**src/hw/rtl/fpba_pkg.sv**
```systemverilog
// fpba_pkg: item structs, command/status structs and codes for the block allocator
// used by fpba_ctrl, fpba_dp and fit_policy_block_allocator; no dependencies
package fpba_pkg;

  // operation codes of an input item
  localparam logic OP_LOAD  = 1'b0;
  localparam logic OP_ALLOC = 1'b1;

  // placement policy codes
  localparam logic [1:0] POL_FIRST = 2'd0;
  localparam logic [1:0] POL_BEST  = 2'd1;
  localparam logic [1:0] POL_WORST = 2'd2;

  // configuration port geometry and register indexes
  localparam int CFG_IDX_W  = 4;
  localparam int CFG_DATA_W = 8;
  localparam logic [CFG_IDX_W-1:0] CFG_FIT_POLICY  = 4'd0;
  localparam logic [CFG_IDX_W-1:0] CFG_BLOCK_COUNT = 4'd1;

  // configuration reset values
  localparam logic [1:0] FIT_POLICY_RST  = POL_FIRST;
  localparam logic [4:0] BLOCK_COUNT_RST = 5'd16;

  // input item
  typedef struct packed {
    logic        operation;
    logic [3:0]  block_index;
    logic [15:0] amount;
  } in_item_t;

  // result item
  typedef struct packed {
    logic        granted;
    logic [3:0]  chosen_block;
    logic [15:0] space_left;
  } out_item_t;

  // controller to datapath
  typedef struct packed {
    logic capture;
    logic scan_en;
    logic finish;
  } ctrl_cmd_t;

  // datapath to controller
  typedef struct packed {
    logic in_alloc;
    logic limit_zero;
    logic scan_done;
    logic out_free;
  } dp_status_t;

endpackage

```
**src/hw/rtl/fpba_ctrl.sv**
```systemverilog
// fpba_ctrl: sequencer for the block allocator (accept, scan, finish)
// depends on fpba_pkg for the command and status structs
module fpba_ctrl (
  input  logic                clk,
  input  logic                rst_n,
  input  logic                in_valid,
  output logic                in_stall,
  input  fpba_pkg::dp_status_t status,
  output fpba_pkg::ctrl_cmd_t  cmd
);

  typedef enum logic [2:0] {
    ST_IDLE   = 3'b001,
    ST_SCAN   = 3'b010,
    ST_FINISH = 3'b100
  } state_t;

  state_t state_r, state_nxt;

  // handshake and commands
  always_comb begin
    in_stall    = (state_r != ST_IDLE);
    cmd.capture = (state_r == ST_IDLE) && in_valid;
    cmd.scan_en = (state_r == ST_SCAN);
    cmd.finish  = (state_r == ST_FINISH) && status.out_free;
  end

  // next state
  always_comb begin
    state_nxt = state_r;
    unique case (state_r)
      ST_IDLE: begin
        if (in_valid) begin
          if (status.in_alloc && !status.limit_zero) state_nxt = ST_SCAN;
          else state_nxt = ST_FINISH;
        end
      end
      ST_SCAN: begin
        if (status.scan_done) state_nxt = ST_FINISH;
      end
      ST_FINISH: begin
        if (status.out_free) state_nxt = ST_IDLE;
      end
      default: state_nxt = ST_IDLE;
    endcase
  end

  always_ff @(posedge clk) begin
    if (!rst_n) state_r <= ST_IDLE;
    else state_r <= state_nxt;
  end

endmodule

```
**src/hw/rtl/fpba_dp.sv**
```systemverilog
// fpba_dp: free space table, scan comparator, config registers and output register
// depends on fpba_pkg for item, command and status types and codes
module fpba_dp #(
  parameter int NUM_BLOCKS = 16,
  parameter int SIZE_BITS  = 16
) (
  input  logic                                clk,
  input  logic                                rst_n,
  input  fpba_pkg::in_item_t                  in_item,
  input  fpba_pkg::ctrl_cmd_t                 cmd,
  output fpba_pkg::dp_status_t                status,
  input  logic                                cfg_valid,
  input  logic [fpba_pkg::CFG_IDX_W-1:0]      cfg_index,
  input  logic [fpba_pkg::CFG_DATA_W-1:0]     cfg_wdata,
  output logic                                out_valid,
  input  logic                                out_stall,
  output fpba_pkg::out_item_t                 out_item
);

  localparam int IDX_W = (NUM_BLOCKS > 1) ? $clog2(NUM_BLOCKS) : 1;
  localparam int CNT_W = $clog2(NUM_BLOCKS + 1);
  localparam int CW    = (SIZE_BITS > 16) ? SIZE_BITS : 16;
  localparam logic [CW-1:0] SIZE_MAX_EXT = CW'({SIZE_BITS{1'b1}});

  // configuration registers
  logic [1:0] policy_r;
  logic [4:0] count_r;

  always_ff @(posedge clk) begin
    if (!rst_n) begin
      policy_r <= fpba_pkg::FIT_POLICY_RST;
      count_r  <= fpba_pkg::BLOCK_COUNT_RST;
    end else if (cfg_valid) begin
      unique case (cfg_index)
        fpba_pkg::CFG_FIT_POLICY:  policy_r <= cfg_wdata[1:0];
        fpba_pkg::CFG_BLOCK_COUNT: count_r  <= cfg_wdata[4:0];
        default: ;
      endcase
    end
  end

  // searched block count, capped at the table depth
  logic [CNT_W-1:0] limit;
  always_comb begin
    if (32'(count_r) > NUM_BLOCKS) limit = CNT_W'(NUM_BLOCKS);
    else limit = CNT_W'(count_r);
  end

  // captured item
  logic             op_r;
  logic [3:0]       idx_r;
  logic [CW-1:0]    need_r;
  logic [CNT_W-1:0] limit_r;

  always_ff @(posedge clk) begin
    if (cmd.capture) begin
      op_r    <= in_item.operation;
      idx_r   <= in_item.block_index;
      need_r  <= CW'(in_item.amount);
      limit_r <= limit;
    end
  end

  // table storage and per-entry valid bits
  logic [SIZE_BITS-1:0] mem [NUM_BLOCKS];
  logic [NUM_BLOCKS-1:0] vld_r;
  logic                 wr_en;
  logic [IDX_W-1:0]     wr_addr;
  logic [SIZE_BITS-1:0] wr_data;

  // scan read port
  logic [CNT_W-1:0]     rd_addr_r;
  logic                 issue;
  logic [SIZE_BITS-1:0] rd_q_r;
  logic                 rd_ent_vld_r;
  logic                 rd_vld_r;
  logic                 rd_last_r;
  logic [IDX_W-1:0]     rd_idx_r;

  assign issue = cmd.scan_en && (rd_addr_r < limit_r);

  always_ff @(posedge clk) begin
    if (wr_en) mem[wr_addr] <= wr_data;
    if (issue) rd_q_r <= mem[rd_addr_r[IDX_W-1:0]];
  end

  always_ff @(posedge clk) begin
    if (!rst_n) begin
      vld_r    <= '0;
      rd_vld_r <= 1'b0;
    end else begin
      if (wr_en) vld_r[wr_addr] <= 1'b1;
      rd_vld_r <= issue;
    end
  end

  // read address counter and tags of the word in flight
  always_ff @(posedge clk) begin
    if (cmd.capture) rd_addr_r <= '0;
    else if (issue) rd_addr_r <= rd_addr_r + CNT_W'(1);
    if (issue) begin
      rd_ent_vld_r <= vld_r[rd_addr_r[IDX_W-1:0]];
      rd_idx_r     <= rd_addr_r[IDX_W-1:0];
      rd_last_r    <= (rd_addr_r + CNT_W'(1)) == limit_r;
    end
  end

  // compare stage: one entry a cycle against the running pick
  logic [SIZE_BITS-1:0] room;
  logic                 fits;
  logic                 take;
  logic                 have_r;
  logic [SIZE_BITS-1:0] pick_room_r;
  logic [IDX_W-1:0]     pick_idx_r;

  always_comb begin
    room = rd_ent_vld_r ? rd_q_r : '0;
    fits = CW'(room) >= need_r;
    case (policy_r)
      fpba_pkg::POL_BEST:  take = fits && (!have_r || room <= pick_room_r);
      fpba_pkg::POL_WORST: take = fits && (!have_r || room > pick_room_r);
      default:             take = fits && !have_r;
    endcase
  end

  always_ff @(posedge clk) begin
    if (cmd.capture) begin
      have_r <= 1'b0;
    end else if (rd_vld_r && take) begin
      have_r      <= 1'b1;
      pick_room_r <= room;
      pick_idx_r  <= rd_idx_r;
    end
  end

  // finish: table update and result
  logic [CW-1:0]        amt_clamp;
  logic                 load_ok;
  logic [SIZE_BITS-1:0] left;
  fpba_pkg::out_item_t  res;

  always_comb begin
    amt_clamp = (need_r > SIZE_MAX_EXT) ? SIZE_MAX_EXT : need_r;
    load_ok   = 32'(idx_r) < NUM_BLOCKS;
    left      = pick_room_r - SIZE_BITS'(need_r);
    wr_en     = 1'b0;
    wr_addr   = pick_idx_r;
    wr_data   = left;
    res       = '0;
    if (op_r == fpba_pkg::OP_LOAD) begin
      wr_addr = IDX_W'(idx_r);
      wr_data = SIZE_BITS'(amt_clamp);
      if (load_ok) begin
        wr_en            = cmd.finish;
        res.granted      = 1'b1;
        res.chosen_block = idx_r;
        res.space_left   = 16'(amt_clamp);
      end
    end else if (have_r) begin
      wr_en            = cmd.finish;
      res.granted      = 1'b1;
      res.chosen_block = 4'(pick_idx_r);
      res.space_left   = 16'(left);
    end
  end

  // output register
  logic                out_valid_r;
  fpba_pkg::out_item_t out_item_r;

  always_ff @(posedge clk) begin
    if (!rst_n) out_valid_r <= 1'b0;
    else if (cmd.finish) out_valid_r <= 1'b1;
    else if (!out_stall) out_valid_r <= 1'b0;
  end

  always_ff @(posedge clk) begin
    if (cmd.finish) out_item_r <= res;
  end

  assign out_valid = out_valid_r;
  assign out_item  = out_item_r;

  // status to the controller
  always_comb begin
    status.in_alloc   = (in_item.operation == fpba_pkg::OP_ALLOC);
    status.limit_zero = (limit == '0);
    status.scan_done  = rd_vld_r && rd_last_r;
    status.out_free   = !out_valid_r || !out_stall;
  end

endmodule

```
**src/hw/rtl/fit_policy_block_allocator.sv**
```systemverilog
// fit_policy_block_allocator: top level joining the sequencer and the datapath
// depends on fpba_pkg, fpba_ctrl and fpba_dp
//
// channel  direction  handshake            payload
// in       input      in_valid / in_stall  in_item (operation, block_index, amount)
// out      output     out_valid/out_stall  out_item (granted, chosen_block, space_left)
// cfg      input      cfg_valid/cfg_ready  cfg_index, cfg_wdata
//
// a load item, or a request while block_count is 0, goes from accept straight to finish;
// any other request scans min(block_count, NUM_BLOCKS) entries first, through the single
// table read port feeding one comparator, one entry a cycle
// reset clears per-entry valid bits at once, so the table reads zero with no clearing pass
// the result waits in the output register while out_stall is high; the next item is
// accepted meanwhile and holds in its finish step until that register frees
module fit_policy_block_allocator #(
  parameter int NUM_BLOCKS = 16,
  parameter int SIZE_BITS  = 16
) (
  input  logic                            clk,
  input  logic                            rst_n,
  input  logic                            in_valid,
  output logic                            in_stall,
  input  fpba_pkg::in_item_t              in_item,
  output logic                            out_valid,
  input  logic                            out_stall,
  output fpba_pkg::out_item_t             out_item,
  input  logic                            cfg_valid,
  output logic                            cfg_ready,
  input  logic [fpba_pkg::CFG_IDX_W-1:0]  cfg_index,
  input  logic [fpba_pkg::CFG_DATA_W-1:0] cfg_wdata
);

  fpba_pkg::ctrl_cmd_t  cmd;
  fpba_pkg::dp_status_t status;

  // the user must make config writes only while idle (not enforced here), so always take them
  assign cfg_ready = 1'b1;

  fpba_ctrl u_ctrl (
    .clk      (clk),
    .rst_n    (rst_n),
    .in_valid (in_valid),
    .in_stall (in_stall),
    .status   (status),
    .cmd      (cmd)
  );

  fpba_dp #(
    .NUM_BLOCKS (NUM_BLOCKS),
    .SIZE_BITS  (SIZE_BITS)
  ) u_dp (
    .clk       (clk),
    .rst_n     (rst_n),
    .in_item   (in_item),
    .cmd       (cmd),
    .status    (status),
    .cfg_valid (cfg_valid),
    .cfg_index (cfg_index),
    .cfg_wdata (cfg_wdata),
    .out_valid (out_valid),
    .out_stall (out_stall),
    .out_item  (out_item)
  );

endmodule
```
**config.mk**
```make
export PLATFORM = sky130hd
export DESIGN_NAME = fit_policy_block_allocator
export DESIGN_NICKNAME = d
export VERILOG_FILES = /design/src/hw/rtl/fpba_pkg.sv /design/src/hw/rtl/fpba_ctrl.sv /design/src/hw/rtl/fpba_dp.sv /design/src/hw/rtl/fit_policy_block_allocator.sv
export SDC_FILE = /design/constraint.sdc
export NUM_CORES = 1
export LEC_CHECK = 0
export BUFFER_PORTS_ARGS = -buffer_cell sky130_fd_sc_hd__buf_2
export CAP_MARGIN = 20
export CORE_MARGIN = 2
export CORE_UTILIZATION = 40
export DETAILED_ROUTE_END_ITERATION = 8
export SYNTH_ARGS = -nofsm -noshare
export SYNTH_HDL_FRONTEND = slang
export SYNTH_SLANG_ARGS = --single-unit
```
**constraint.sdc**
```tcl
create_clock -name clk -period 4.2 [get_ports clk]
set_clock_uncertainty 0.05 [all_clocks]
set_input_delay 0.63 -clock clk [delete_from_list [all_inputs] [get_ports clk]]
set_output_delay 0.63 -clock clk [all_outputs]
set_load 0.01 [all_outputs]
```
# Yosys cells after proc, flatten, opt, wreduce, memory -nomap -nowiden
# Memories as Yosys holds them, arrays and structs flattened. A register that Yosys moved wholly into a read port is not among the register bits.
# Cells that the tools add are included.
# totals
register_bits	107
ramBits	256
input_bits	38
out_inout_bits	24
elab_cells	92
n_memories	1
# op_classes
addsub	2
order_cmp	9
eq_ne	12
mux	23
bitwise_logic	2
reduce_logical	23
# memory_table
memory	words	width	rd	rd_clocked_by_memory_dff	write_ports	line	rtl
u_dp.mem	16	16	1	1	1	fpba_dp.sv:65	logic [SIZE_BITS-1:0] mem [NUM_BLOCKS];
# ops
cell	count
$mux 16	3
$mux 21	1
$mux 20	1
$ge 16x16->1	1
$gt 16x16->1	1
$gt 16x16->1 const B	1
$le 16x16->1	1
$or 16x16->16	1
$sub 16x16->16	1
$mux 3	4
$logic_and 1x1->1	10
$lt 4x5->1 const B	2
$pmux 3 s3	1
$mux 1	8
$reduce_and 2->1	3
$add 5x1->5 const B	1
$eq 5x5->1	1
$gt 5x5->1 const B	1
$logic_not 5->1	1
$lt 5x5->1	1
$mux 5	1
$bmux 1 s4	1
$demux 1 s4	1
$eq 4x1->1 const B	1
other kinds (16)	23

# Depth between registers and ports, before layout
# depth
depth_word	8
mapped_depth	10
depth_no_buf	10

# Hierarchy
# From an unflattened synthesis, not the netlist that was laid out.
# hier_totals
cells_unflattened	949
hier_area_um2	16321.9
# by_module_without_submodules
mod	instances	cells_per_inst	area_each_um2	seq_area_each_um2
fpba_dp	1	919	16082.9	10980.5
fpba_ctrl	1	28	227.7	60.1
fit_policy_block_allocator	1	2	11.3	0.0

# Worst setup path after synthesis
# OpenSTA, ideal clock, no wires.
# synth_path
path_kind	register to register
from	register u_dp.rd_ent_vld_r
to	register u_dp.pick_idx_r[0], enable pin
setup_ns	0.435
arrival_time_ns	3.521
required_time_ns	3.715
setup_slack_ns	0.194
stages_incl_launch_ff	10
path_buffers	1
period_less_slack_ns	4.006
cell_sequence	edfxtp_1 > clkbuf_1 > and2_1 > ha_1 > a21oi_1 > o21ai_0 > a221oi_1 > o21ai_0 > mux2i_1 > a311oi_1
# synth_between
elab_chain_len	7
word_cells_on_any_way	12
classes_between	order compare (3); mux (2); reduce/logical (7)
# synth_rtl
element	line	rtl
start, declared	fpba_dp.sv:75	logic rd_ent_vld_r;
start signal, assigned	fpba_dp.sv:102	rd_ent_vld_r <= vld_r[rd_addr_r[IDX_W-1:0]];
$mux 16 (*)	fpba_dp.sv:117	room = rd_ent_vld_r ? rd_q_r : '0;
net u_dp.room[11]	fpba_dp.sv:109	logic [SIZE_BITS-1:0] room;
$gt 16x16->1 or $le 16x16->1 (tied branches)	fpba_dp.sv:121, fpba_dp.sv:120	
$logic_or 1x1->1 (on tied branches)	fpba_dp.sv:121, fpba_dp.sv:120	
$logic_and 1x1->1 (on tied branches)	fpba_dp.sv:121, fpba_dp.sv:120	
$pmux 1 s2 (*)	fpba_dp.sv:119	case (policy_r)
$logic_and 1x1->1 (*)	fpba_dp.sv:129	end else if (rd_vld_r && take) begin
$reduce_and 2->1 (no line) (*)	-	
end signal, assigned	fpba_dp.sv:132	pick_idx_r <= rd_idx_r;
end, declared	fpba_dp.sv:114	logic [IDX_W-1:0] pick_idx_r;
# Mark *: on every way through the listed nets, which the timed path passes. The rest lies on a longest branch.
# A chain may end at the register's enable or synchronous reset.

# Worst setup path after layout
# layout_path
from	register u_dp.rd_ent_vld_r
to	register u_dp.pick_room_r[15], enable pin
# layout_between
elab_chain_len	7
word_cells_on_any_way	12
classes_between	order compare (3); mux (2); reduce/logical (7)
# layout_rtl
element	line	rtl
$mux 16 (*)	fpba_dp.sv:117	
net u_dp.room[14]	fpba_dp.sv:109	
$gt 16x16->1 or $le 16x16->1 (tied branches)	fpba_dp.sv:121, fpba_dp.sv:120	
$logic_or 1x1->1 (on tied branches)	fpba_dp.sv:121, fpba_dp.sv:120	
$logic_and 1x1->1 (on tied branches)	fpba_dp.sv:121, fpba_dp.sv:120	
$pmux 1 s2 (*)	fpba_dp.sv:119	
$logic_and 1x1->1 (*)	fpba_dp.sv:129	
$reduce_and 2->1 (no line) (*)	-	
end signal, assigned	fpba_dp.sv:131	pick_room_r <= room;
end, declared	fpba_dp.sv:113	logic [SIZE_BITS-1:0] pick_room_r;
# Marks and branches as above.

==> impl_metrics.yaml <==
logic_synthesis:
  synth_top_area_cell: "edfxtp_1"
  synthTopCellsByCount: "345 x edfxtp_1, 85 x mux4_2, 54 x inv_1, 52 x ha_1, 40 x nor2_1"
  netlist_area_um2: 16220
  syn_inst: 962
  synth_most_common_cell: "edfxtp_1"
  synth.distinct_cells: 63
  avgSynthCellArea_um2: 16.86
  synthTopCellsByArea: "edfxtp_1 64%, mux4_2 12%, dfxtp_1 4.2%"
  syn_nets: 1053
  ys_seq_area_share_pct: 68.08
  ys.warnings.count: 0
  async_flop_share_pct: 0
  synth_top_area_share_pct: 63.88
  synth_ff_type: "edfxtp_1"
  ys_ff_latch: 379
  synth_edf_count: 345
worst_setup_path:
  cp_max_fo: 20
  worstSetupStartpointType: "flip-flop"
  reg2reg_to: "u_dp.pick_room_r[15]$_DFFE_PP_"
  cp_data_arrival_time_ns: 3.53
  reg2reg_slack_ns: 0.83
  endpoint_kind: "flip-flop"
  crit_required_ns: 4.36
  reg2reg_from: "u_dp.rd_ent_vld_r$_DFFE_PP_"
  ff2ff_path_depth: 9
  worstSetupPathType: "flip-flop to flip-flop"
global_routing:
  grt_pass1_vias: 8757
  grt_pass1_wl_mm: 52.14
  grt_max_degree: 73
  track_usage_pct: 16.72
  antenna_found_initial: 0
  grt_overflow: 0
clocking:
  cts_sinks: 379
  cts_buffers: 40
  cts_hold_buf: 0
  htree_levels: 2
  clk_latency_ns: 0.55
  cts_buffer_depth: 3
  cts_root_buf: "clkbuf_16"
  postCtsSetupRepairBufs: 0
  clk_pin_slew_ns: 0.06
  cts_tree: "yes"
  cts-resized-gates: 0
cells_and_area:
  areaGrowthSynthToFinish_pct: 15.57
  layout-drive-gt1-share_pct: 24.29
  nets: 1159
  diodes: 0
sta:
  setup-violations-final: 0
  fmax_mhz: 296.3
  slew_viol_final: 0
  tightest_slew_ns: 1.063
  setup-tns-final_ns: 0
  slew_headroom_pct: 28.87
  hold-worst-slack_ns: 0.1978
  rsz0062_at_grt: "false"
  finalCriticalPeriod_ns: 3.375
  hold_viol_final: 0
  post-route-period-util_pct: 80.35
  worst_slack_ns: 0.8252
place:
  io_buffers: 57
  gp_congestion: 0.8552
  hpwl_mm: 21.88
  place_worst_setup_slack_ns: 0.7902
route:
  initialDrtViolationCount: 665
  vias_per_cell: 5.358
  drc_errors: 0
  drt_pass1_iterations: 5
  wire_per_inst_um: 21.17
  num_vias: 8702
  wirelength_mm: 34.39
  ant_nets: 0
pwr:
  leakagePower_uw: 0.006405
  vdd.ir_drop.worst_mv: 0.2462
  power_density_nw_per_um2: 441.9
worst_hold_path:
  hold_path_startpoint: "in_item[3]"
  worstHoldEndpoint: "u_dp.need_r[3]$_DFFE_PP_"
  min_path_cells: 1
  hp-class: "input port to flip-flop"
die:
  start_util_pct: 40.63
  die_h_um: 205.4
  ios: 62
  die_x_um: 205.4
  die_area_um2: 42170
  rows: 73
  core-area_um2: 39910
run_status:
  status: "finished clean"
job:
  maxCapViolCount: 0
==> flip-flops by register name, summed over array words and instances (netlist names) <==
signal	cells
u_dp.pick_idx_r	4
u_dp.count_r	5
u_dp.rd_addr_r	5
u_dp.vld_r	16
u_dp.rd_idx_r	4
u_dp.rd_last_r	1
u_dp.out_item	21
u_dp.rd_q_r	16
u_dp.out_valid	1
u_dp.op_r	1
u_dp.rd_vld_r	1
u_dp.rd_ent_vld_r	1
u_dp.mem	256
u_dp.have_r	1
u_dp.idx_r	4
u_dp.pick_room_r	16
u_dp.policy_r	2
u_ctrl.state_r	3
u_dp.limit_r	5
u_dp.need_r	16
==> where the power goes <==
| part | leakage [uW] | internal, uW | switching (uW) |
|---|---|---|---|
| Clock | 0.000631 | 2090 | 1430 |
| Sequential | 0.00340 | 4230 | 27.0 |
| Combinational | 0.00238 | 181 | 325 |
| Total | 0.00640 | 6500 | 1780 |
==> worst max-delay path by stage <==
stage	start	endpoint	slack [ns]	cells past startpoint
floorplan	u_dp.rd_ent_vld_r$_DFFE_PP_	u_dp.pick_idx_r[0]$_DFFE_PP_	0.19	9
global placement	u_dp.rd_ent_vld_r$_DFFE_PP_	u_dp.pick_room_r[0]$_DFFE_PP_	0.81	9
detailed placement	u_dp.rd_ent_vld_r$_DFFE_PP_	u_dp.pick_room_r[0]$_DFFE_PP_	0.79	9
CTS	u_dp.rd_ent_vld_r$_DFFE_PP_	u_dp.pick_room_r[9]$_DFFE_PP_	0.78	9
global route	u_dp.rd_ent_vld_r$_DFFE_PP_	u_dp.pick_room_r[9]$_DFFE_PP_	0.57	9
finish	u_dp.rd_ent_vld_r$_DFFE_PP_	u_dp.pick_room_r[15]$_DFFE_PP_	0.83	9
==> layout by cell type, fill, tap and decap left out, types with 28 or more instances in the layout <==
cell type	Yosys	layout
edfxtp_1	345	345
nand2_1	31	31
a21oi_1	32	31
o21ai_0	28	28
buf_2	9	57
dfxtp_1	34	32
inv_1	54	54
buf_4	2	41
ha_1	52	52
clkbuf_16	0	41
mux4_2	85	85
==> worst max-delay path: stages, from the launching register on <==
cell,delay [ns]
edfxtp_1,0.60
and2_1,0.27
ha_1,0.33
nand4_1,0.13
nor3_1,0.39
o21ai_0,0.26
o21ai_0,0.25
mux2i_1,0.15
a311oi_4,0.27
buf_4,0.34
==> layer usage <==
metal / routed length [um] / vias up / GRT usage (%) / share of wire, %
li1: - / 4042 / - / -
met5: 0 / - / 0 / 0
met3: 1726 / 43 / 3.104 / 5.0
met1: 15260 / 4437 / 22.45 / 44
met2: 16850 / 180 / 28.26 / 49
met4: 555 / 0 / 4.008 / 1.6
==> kinds of logic after synthesis <==
group | count (synthesis) | synth area share [%]
flops | 379 | 68.08
simple gates | 167 | 5.208
compound gates | 154 | 6.658
mux | 102 | 12.85
buf+inv | 91 | 2.229
fa+ha+maj | 54 | 4.197
xor+xnor | 14 | 0.7560
other cells | 1 | 0.02312
==> through the flow <==
| stage | util [%] | cell area [um^2] | power (uW) | instances |
|---|---|---|---|---|
| after global routing | 46.96 | 18740 | 8578 | 1624 |
| final | 46.96 | 18740 | 8283 | 1624 |
| after floorplan | - | 16220 | 4648 | 962 |
| after global placement | 43.63 | 17410 | 4828 | 1550 |
| after detailed placement | 43.65 | 17420 | 4843 | 1551 |
| after CTS | 46.96 | 18740 | 8369 | 1624 |
==> cell type report <==
class / instances / area (um^2)
Multi-Input combinational cell: 492 / 4880
Clock buffer: 57 / 1106
Inverter: 55 / 206.4
Sequential cell: 379 / 11050
Fill cell: 3370 / 21170
Clock inverter: 16 / 215.2
Tap cell: 525 / 656.9
Timing Repair Buffer: 100 / 633.1
(Power assumes the default switching activity.)
